### src/rtl/assert_macros.svh
// Assertion macros used by the RTL of the interval window splitter.
// Depends on nothing; included inside module bodies.
`ifndef ASSERT_MACROS_SVH
`define ASSERT_MACROS_SVH

// Same-cycle implication, disabled while reset is asserted.
`define IWS_ASSERT_IMP(label, clk, rst_n, ante, cons) \
  label: assert property (@(posedge clk) disable iff (!rst_n) (ante) |-> (cons)) \
    else $error("iws assertion failed");

// Next-cycle implication, disabled while reset is asserted.
`define IWS_ASSERT_NXT(label, clk, rst_n, ante, cons) \
  label: assert property (@(posedge clk) disable iff (!rst_n) (ante) |=> (cons)) \
    else $error("iws assertion failed");

`endif

### src/rtl/iws_pkg.sv
// Package of the interval window splitter: payload types, widths, register
// indices and controller states. Depends on nothing.
package iws_pkg;

  localparam int TIME_BITS  = 48;
  localparam int CFG_BITS   = 47;
  localparam int CFG_IDX_W  = 1;
  localparam int DIV_CNT_W  = $clog2(CFG_BITS);

  typedef enum logic [CFG_IDX_W-1:0] {
    REG_EXPERIMENT_LENGTH = 1'b0,
    REG_WINDOW_LENGTH     = 1'b1
  } reg_index_t;

  typedef struct packed {
    logic signed [TIME_BITS-1:0] interval_start;
    logic signed [TIME_BITS-1:0] interval_end;
  } in_item_t;

  typedef struct packed {
    logic [CFG_BITS-1:0] window_index;
    logic [CFG_BITS-1:0] overlap_time;
    logic                last_piece;
    logic                truncated;
  } out_item_t;

  typedef enum logic [2:0] {
    S_IDLE,
    S_CLIP,
    S_DIV,
    S_SETUP,
    S_PIECE,
    S_EMIT
  } state_t;

endpackage

### src/rtl/interval_window_splitter.sv
// Top level of the interval window splitter: clip, bit-serial divide, emit.
// Depends on iws_pkg and assert_macros.svh.
//
//  channel  | handshake          | payload
//  ---------+--------------------+------------------------------
//  input    | start / busy       | in_data  (iws_pkg::in_item_t)
//  result   | out_strobe         | out_data (iws_pkg::out_item_t)
//  config   | cfg_we             | cfg_index, cfg_data
//
// One transaction passes through a clip state, the restoring divider (one quotient bit a
// cycle), a setup state and a piece state and an emit state per result piece; each piece
// appears in the cycle after its emit state.
// Disabled or empty intervals return to idle after the clip state.
// Synchronous active-low reset clears the controller, strobe and configuration registers.
// Results cannot be stalled; busy stays high until the last piece is emitted.
module interval_window_splitter #(
  parameter int MAX_PIECES = 64
) (
  input  logic                          clk,
  input  logic                          rst_n,
  input  logic                          start,
  output logic                          busy,
  input  iws_pkg::in_item_t             in_data,
  output logic                          out_strobe,
  output iws_pkg::out_item_t            out_data,
  input  logic                          cfg_we,
  input  logic [iws_pkg::CFG_IDX_W-1:0] cfg_index,
  input  logic [iws_pkg::CFG_BITS-1:0]  cfg_data
);
  import iws_pkg::*;
  `include "assert_macros.svh"

  localparam int CNT_W = $clog2(MAX_PIECES + 1);
  localparam logic [CNT_W-1:0] LAST_CNT = CNT_W'(MAX_PIECES - 1);
  localparam logic [DIV_CNT_W-1:0] DIV_LAST = DIV_CNT_W'(CFG_BITS - 1);

  state_t                 state_r, state_nxt;
  in_item_t               in_r;
  logic [CFG_BITS-1:0]    dur_r, win_r;
  logic [CFG_BITS-1:0]    cur_r, end_r, quo_r, rem_r, idx_r, top_r;
  logic [CFG_BITS:0]      wend_r;
  logic                   done_r;
  logic [DIV_CNT_W-1:0]   div_cnt_r;
  logic [CNT_W-1:0]       cnt_r;
  logic                   out_strobe_r;
  out_item_t              out_data_r;

  logic [CFG_BITS-1:0]    clip_start, clip_end;
  logic                   skip;
  logic [CFG_BITS:0]      trial;
  logic                   trial_ge;
  logic                   cut;
  logic                   accept;

  function automatic logic [CFG_BITS-1:0] clip_time(logic signed [TIME_BITS-1:0] v,
                                                     logic [CFG_BITS-1:0] lim);
    logic [CFG_BITS-1:0] mag;
    mag = v[CFG_BITS-1:0];
    if (v[TIME_BITS-1]) begin
      return '0;
    end
    return (mag < lim) ? mag : lim;
  endfunction

  assign clip_start = clip_time(in_r.interval_start, dur_r);
  assign clip_end   = clip_time(in_r.interval_end, dur_r);
  assign skip       = (dur_r == '0) || (win_r == '0) || (clip_start >= clip_end);
  assign trial      = {rem_r, quo_r[CFG_BITS-1]};
  assign trial_ge   = trial >= {1'b0, win_r};
  assign cut        = !done_r && (cnt_r == LAST_CNT);

  always_comb begin
    state_nxt = state_r;
    case (state_r)
      S_IDLE:  if (start) state_nxt = S_CLIP;
      S_CLIP:  state_nxt = skip ? S_IDLE : S_DIV;
      S_DIV:   if (div_cnt_r == DIV_LAST) state_nxt = S_SETUP;
      S_SETUP: state_nxt = S_PIECE;
      S_PIECE: state_nxt = S_EMIT;
      S_EMIT:  state_nxt = (done_r || cut) ? S_IDLE : S_PIECE;
      default: state_nxt = S_IDLE;
    endcase
  end

  always_comb begin
    busy   = 1'b1;
    accept = 1'b0;
    case (state_r)
      S_IDLE: begin
        busy   = 1'b0;
        accept = start;
      end
      default: busy = 1'b1;
    endcase
  end

  always_ff @(posedge clk) begin
    if (!rst_n) begin
      state_r      <= S_IDLE;
      out_strobe_r <= 1'b0;
      dur_r        <= '0;
      win_r        <= '0;
    end else begin
      state_r      <= state_nxt;
      out_strobe_r <= (state_r == S_EMIT);
      if (cfg_we) begin
        case (reg_index_t'(cfg_index))
          REG_EXPERIMENT_LENGTH: dur_r <= cfg_data;
          REG_WINDOW_LENGTH:     win_r <= cfg_data;
          default: ;
        endcase
      end
    end
  end

  always_ff @(posedge clk) begin
    if (accept) begin
      in_r <= in_data;
    end
    case (state_r)
      S_CLIP: begin
        cur_r     <= clip_start;
        end_r     <= clip_end;
        quo_r     <= clip_start;
        rem_r     <= '0;
        div_cnt_r <= '0;
      end
      S_DIV: begin
        rem_r     <= trial_ge ? CFG_BITS'(trial - {1'b0, win_r}) : trial[CFG_BITS-1:0];
        quo_r     <= {quo_r[CFG_BITS-2:0], trial_ge};
        div_cnt_r <= div_cnt_r + 1'b1;
      end
      S_SETUP: begin
        idx_r  <= quo_r;
        wend_r <= {1'b0, cur_r} - {1'b0, rem_r} + {1'b0, win_r};
        cnt_r  <= '0;
      end
      S_PIECE: begin
        done_r <= {1'b0, end_r} <= wend_r;
        top_r  <= ({1'b0, end_r} <= wend_r) ? end_r : wend_r[CFG_BITS-1:0];
      end
      S_EMIT: begin
        out_data_r.window_index <= idx_r;
        out_data_r.overlap_time <= top_r - cur_r;
        out_data_r.last_piece   <= done_r || cut;
        out_data_r.truncated    <= cut;
        cur_r  <= top_r;
        wend_r <= wend_r + {1'b0, win_r};
        idx_r  <= idx_r + 1'b1;
        cnt_r  <= cnt_r + 1'b1;
      end
      default: ;
    endcase
  end

  assign out_strobe = out_strobe_r;
  assign out_data   = out_data_r;

  `IWS_ASSERT_NXT(a_accept_busy, clk, rst_n, start && !busy, busy)
  `IWS_ASSERT_IMP(a_strobe_from_emit, clk, rst_n, out_strobe_r, $past(state_r) == S_EMIT)
  `IWS_ASSERT_IMP(a_overlap_nonzero, clk, rst_n, out_strobe_r, out_data_r.overlap_time != '0)
  `IWS_ASSERT_IMP(a_trunc_is_last, clk, rst_n, out_strobe_r && out_data_r.truncated,
                  out_data_r.last_piece)
  `IWS_ASSERT_IMP(a_piece_count, clk, rst_n, state_r == S_EMIT, cnt_r <= LAST_CNT)

endmodule

### config.mk
export PLATFORM = sky130hd
export DESIGN_NAME = interval_window_splitter
export DESIGN_NICKNAME = d
export VERILOG_FILES = /design/src/rtl/iws_pkg.sv /design/src/rtl/interval_window_splitter.sv
export VERILOG_INCLUDE_DIRS = /design/src /design/src/rtl
export SDC_FILE = /design/constraint.sdc
export NUM_CORES = 2
export LEC_CHECK = 0
export BUFFER_PORTS_ARGS = -buffer_cell sky130_fd_sc_hd__buf_2
export CORE_MARGIN = 3
export CORE_UTILIZATION = 35
export DETAILED_ROUTE_END_ITERATION = 10
export SYNTH_ARGS = -nofsm -noshare
export SYNTH_HDL_FRONTEND = slang
export SYNTH_SLANG_ARGS = --single-unit
export TNS_END_PERCENT = 30
### constraint.sdc
create_clock -name clk -period 6.8 [get_ports clk]
set_input_delay 1.36 -clock clk [delete_from_list [all_inputs] [get_ports clk]]
set_output_delay 1.36 -clock clk [all_outputs]
set_load 0.05 [all_outputs]
==> reports/metrics.json <==
{
  "sta": {
    "fin_skew_ns": 0.01979,
    "timing.fmax_mhz": 163.0,
    "slew_headroom_pct": 22.10,
    "timing.setup.tns_ns": 0,
    "unrepaired_setup_endpoints_after_global_routing": "false",
    "finalSetupViolCount": 0,
    "total_count_of_hold_check_failures_in_the_final_report": 0,
    "min_period_ns": 6.135,
    "timing.final.crit_share_pct": 90.22,
    "layout_setup_ws_ns": 0.6649,
    "tightest_slew_ns": 1.139,
    "maxSlewViolCount": 0
  },
  "floorplanning": {
    "die_h_microns": 353.4,
    "io-pin-count": 246,
    "fp.dieW_microns": 353.4,
    "core_region_area_sq_mm": 0.1189,
    "start_util_pct": 35.53,
    "die-area_sq_mm": 0.1249,
    "rows": 126
  },
  "yosys": {
    "ys_async_sr_fraction_pct": 0,
    "ys_seq_area_share_pct": 42.76,
    "ys.flop_type": "edfxtp_1",
    "ys_warn_count": 0,
    "biggest_area_consumer_among_synthesized_cells": "edfxtp_1",
    "post_synth_inst_count": 4331,
    "synth-seq-cells": 634,
    "synthSimpleGateAreaFrac_pct": 13.75,
    "syn-cell-area_sq_mm": 0.04223,
    "synthDistinctLibCells": 75,
    "syn_area_per_cell_sq_um": 9.751,
    "synth-compound-area-share_pct": 17.16,
    "post-synth-top-area-fraction_pct": 38.11,
    "post_synth_edffs": 536,
    "synth_area_leaders": "edfxtp_1, ha_1, nand2_1",
    "synth_mux_area_share_pct": 3.671,
    "combinational_family_with_the_most_area_after_synthesis": "compound AO/OA/AOI/OAI gates",
    "synthXorXnorAreaFrac_pct": 4.397,
    "synth.net_count": 4907,
    "synth_adder_area_share_pct": 13.57
  },
  "detailed_routing": {
    "firstDrtPassIters": 5,
    "avgViaCountPerCell": 5.376,
    "dr.first_iter.drc_count": 3086,
    "drt_drc_violations_left": 0,
    "final_antenna_net_count": 0,
    "detail_route.wl_per_cell_microns": 22.24,
    "num_vias": 33264,
    "drt-total-wl_mm": 137.6
  },
  "cts": {
    "cts.reportedPaths.clkPinSlew_ns": 0.06,
    "cts_buffer_depth": 3,
    "cts-buffers-inserted": 72,
    "post_cts_buffers": 0,
    "tritoncts_clock_tree": "yes",
    "ctsHoldBuffers": 0,
    "clock-root-buffer": "clkbuf_16",
    "numClockSinks": 634,
    "postCtsResizedCells": 0,
    "cts-htree-levels": 3,
    "clkLatencyLatePin_ns": 0.63
  },
  "grt": {
    "gr-usage-all-layers_pct": 21.39,
    "grt_pass1_wl_mm": 202.3,
    "antenna_found_initial": 1,
    "grt_pass1_vias": 31810,
    "grt_overflow": 0,
    "pin_count_of_the_biggest_net_entering_global_routing": 101
  },
  "finish": {
    "post_route_cells_drive_above_1_share_pct": 11.40,
    "num_antenna_cells": 0,
    "layout-area-overhead-vs-synth_pct": 12.47,
    "n_fill_cell": 11756,
    "layout.core_utilization_pct": 39.96,
    "final-instance-count-excl-fill": 6188,
    "fin_nets": 5106
  },
  "worst_hold_path": {
    "min_from": "idx_r[32]",
    "worstHoldPathCells": 0,
    "timing.hold.worst_endpoint": "out_data[81]",
    "hold_path.class": "reg -> reg"
  },
  "setup_path": {
    "timing.reg2reg.setup_slack_ns": 0.66,
    "maximum_fanout_count_along_the_critical_path": 7,
    "rr_startpoint": "dur_r[45]",
    "worst_setup_path_end_kind": "register",
    "critPathLaunchType": "register",
    "worstReg2RegEnd": "state_r[1]",
    "class_of_the_most_critical_setup_path": "reg -> reg",
    "signal_arrival_time_at_the_worst_endpoint_ns": 6.69,
    "r2r_cells": 20,
    "worstPathRequired_ns": 7.36
  },
  "power_and_ir_drop": {
    "vdd_ir_drop_max_mv": 0.2112,
    "power_density_over_the_cells_mw_per_mm2": 299.7,
    "p_total_mw": 14.24,
    "power.leakage_nw": 19.41
  },
  "place": {
    "place.detailed.instances": 6056,
    "place.detailed.hpwl_mm": 109.0,
    "place_ws_ns": 0.6914,
    "gp_routability_congestion": 0.9565,
    "place.port_buffers": 245
  },
  "run": {
    "max-cap-violations": 0
  },
  "run_status": {
    "run_status": "complete, no violations"
  }
}
==> state kept, by name, indices dropped and copies added (netlist names), 3 cells and up <==
register and cells:
cnt_r 7, wend_r 48, dur_r 47, state_r 3
win_r 47, quo_r 47, idx_r 47, div_cnt_r 6
top_r 47, in_r 96, end_r 47, rem_r 47
cur_r 47, out_data 96
==> logic make-up (layout without fill, tap and decap cells) <==
kind of cell | Yosys count | after routing
simple gates | 1280 | 1280
compound gates | 1121 | 1121
flops | 634 | 634
buf+inv | 507 | 764
fa+ha+maj | 428 | 428
xor+xnor | 212 | 212
mux | 149 | 149
==> synth_stat cells, drive strengths merged (47+ instances only) <==
library cell	instances
a21boi	104
a21o	188
a21oi	311
clkbuf	140
dfxtp	98
edfxtp	536
fa	50
ha	378
inv	340
mux2	47
mux2i	102
nand2	542
nand3	84
nand4	70
nor2	303
o21ai	202
o31ai	109
or2	56
xnor2	115
xor2	97
==> final cells by class <==
type	count	area [sq um]	share of cell area [%]
Clock buffer	90	1943	4.091
Clock inverter	42	344.1	0.7244
Multi-Input combinational cell	3190	22280	46.90
Inverter	340	1284	2.703
Sequential cell	634	18060	38.02
Tap cell	1600	2002	4.215
Timing Repair Buffer	292	1592	3.351
==> worst max-delay path: stages (launching register included) <==
cell and delay [ns]:
dfxtp_1 0.54, inv_1 0.12, ha_1 0.31, nand3_1 0.10, or4_1 0.61, or4_1 0.62
o41ai_4 0.93, buf_4 0.32, mux2i_1 0.34, nor2_1 0.08, ha_1 0.32, a21o_1 0.19
a21o_1 0.17, a21oi_1 0.14, nor2b_1 0.06, o21ai_0 0.15, a211oi_1 0.13, or3_1 0.34
a221oi_1 0.28, o21ai_0 0.14, a21oi_1 0.15
==> cell usage in the layout, fill, tap and decap left out, types with 21 or more instances in the layout <==
cell       count
nand2b_1      27
xnor2_1      115
a21o_1       188
edfxtp_1     536
nor3_1        38
nand2_1      539
o21a_1        27
nor4_1        37
xor2_1        97
or2_2         50
nand3_1       84
mux2_2        47
a21boi_0     104
a31oi_1       23
buf_4         46
ha_1         378
clkbuf_16     75
buf_2        245
nand4_1       70
inv_1        338
o21bai_1      25
and3_1        38
a211oi_1      22
nor2b_1       21
a21oi_1      310
fa_1          50
mux2i_1      102
o31ai_1      108
nor2_1       302
o21ai_0      197
dfxtp_1       98
==> power breakdown <==
| part | switching, mW | internal (mW) |
|---|---|---|
| clock | 1.70 | 2.16 |
| sequential | 0.468 | 4.87 |
| combinational | 3.08 | 1.96 |
| total | 5.25 | 8.99 |
==> worst max path at each step <==
| stage | start | end |
|---|---|---|
| global route | dur_r[45] | state_r[1] |
| CTS | dur_r[45] | state_r[1] |
| detailed placement | dur_r[45] | state_r[1] |
| global placement | dur_r[45] | state_r[1] |
| finish | dur_r[45] | state_r[1] |
| floorplan | state_r[1] | wend_r[14] |
==> per-layer routing <==
metal	vias to the layer above	global-route usage, %	wire, microns
li1	16039	-	-
met1	15835	31.57	65170
met2	1228	31.25	56910
met3	162	3.016	9499
met4	0	8.688	6045
met5	-	0	0
==> per-stage QoR <==
stage	hold slack [ns]	cell area (sq um)
floorplan	0.4489	42240
global route	0.5002	47500
CTS	0.4872	47500
finish	0.4854	47500
detailed placement	0.4779	45210
global placement	0.4789	45210
No activity file was read; power rests on OpenSTA's default activity.
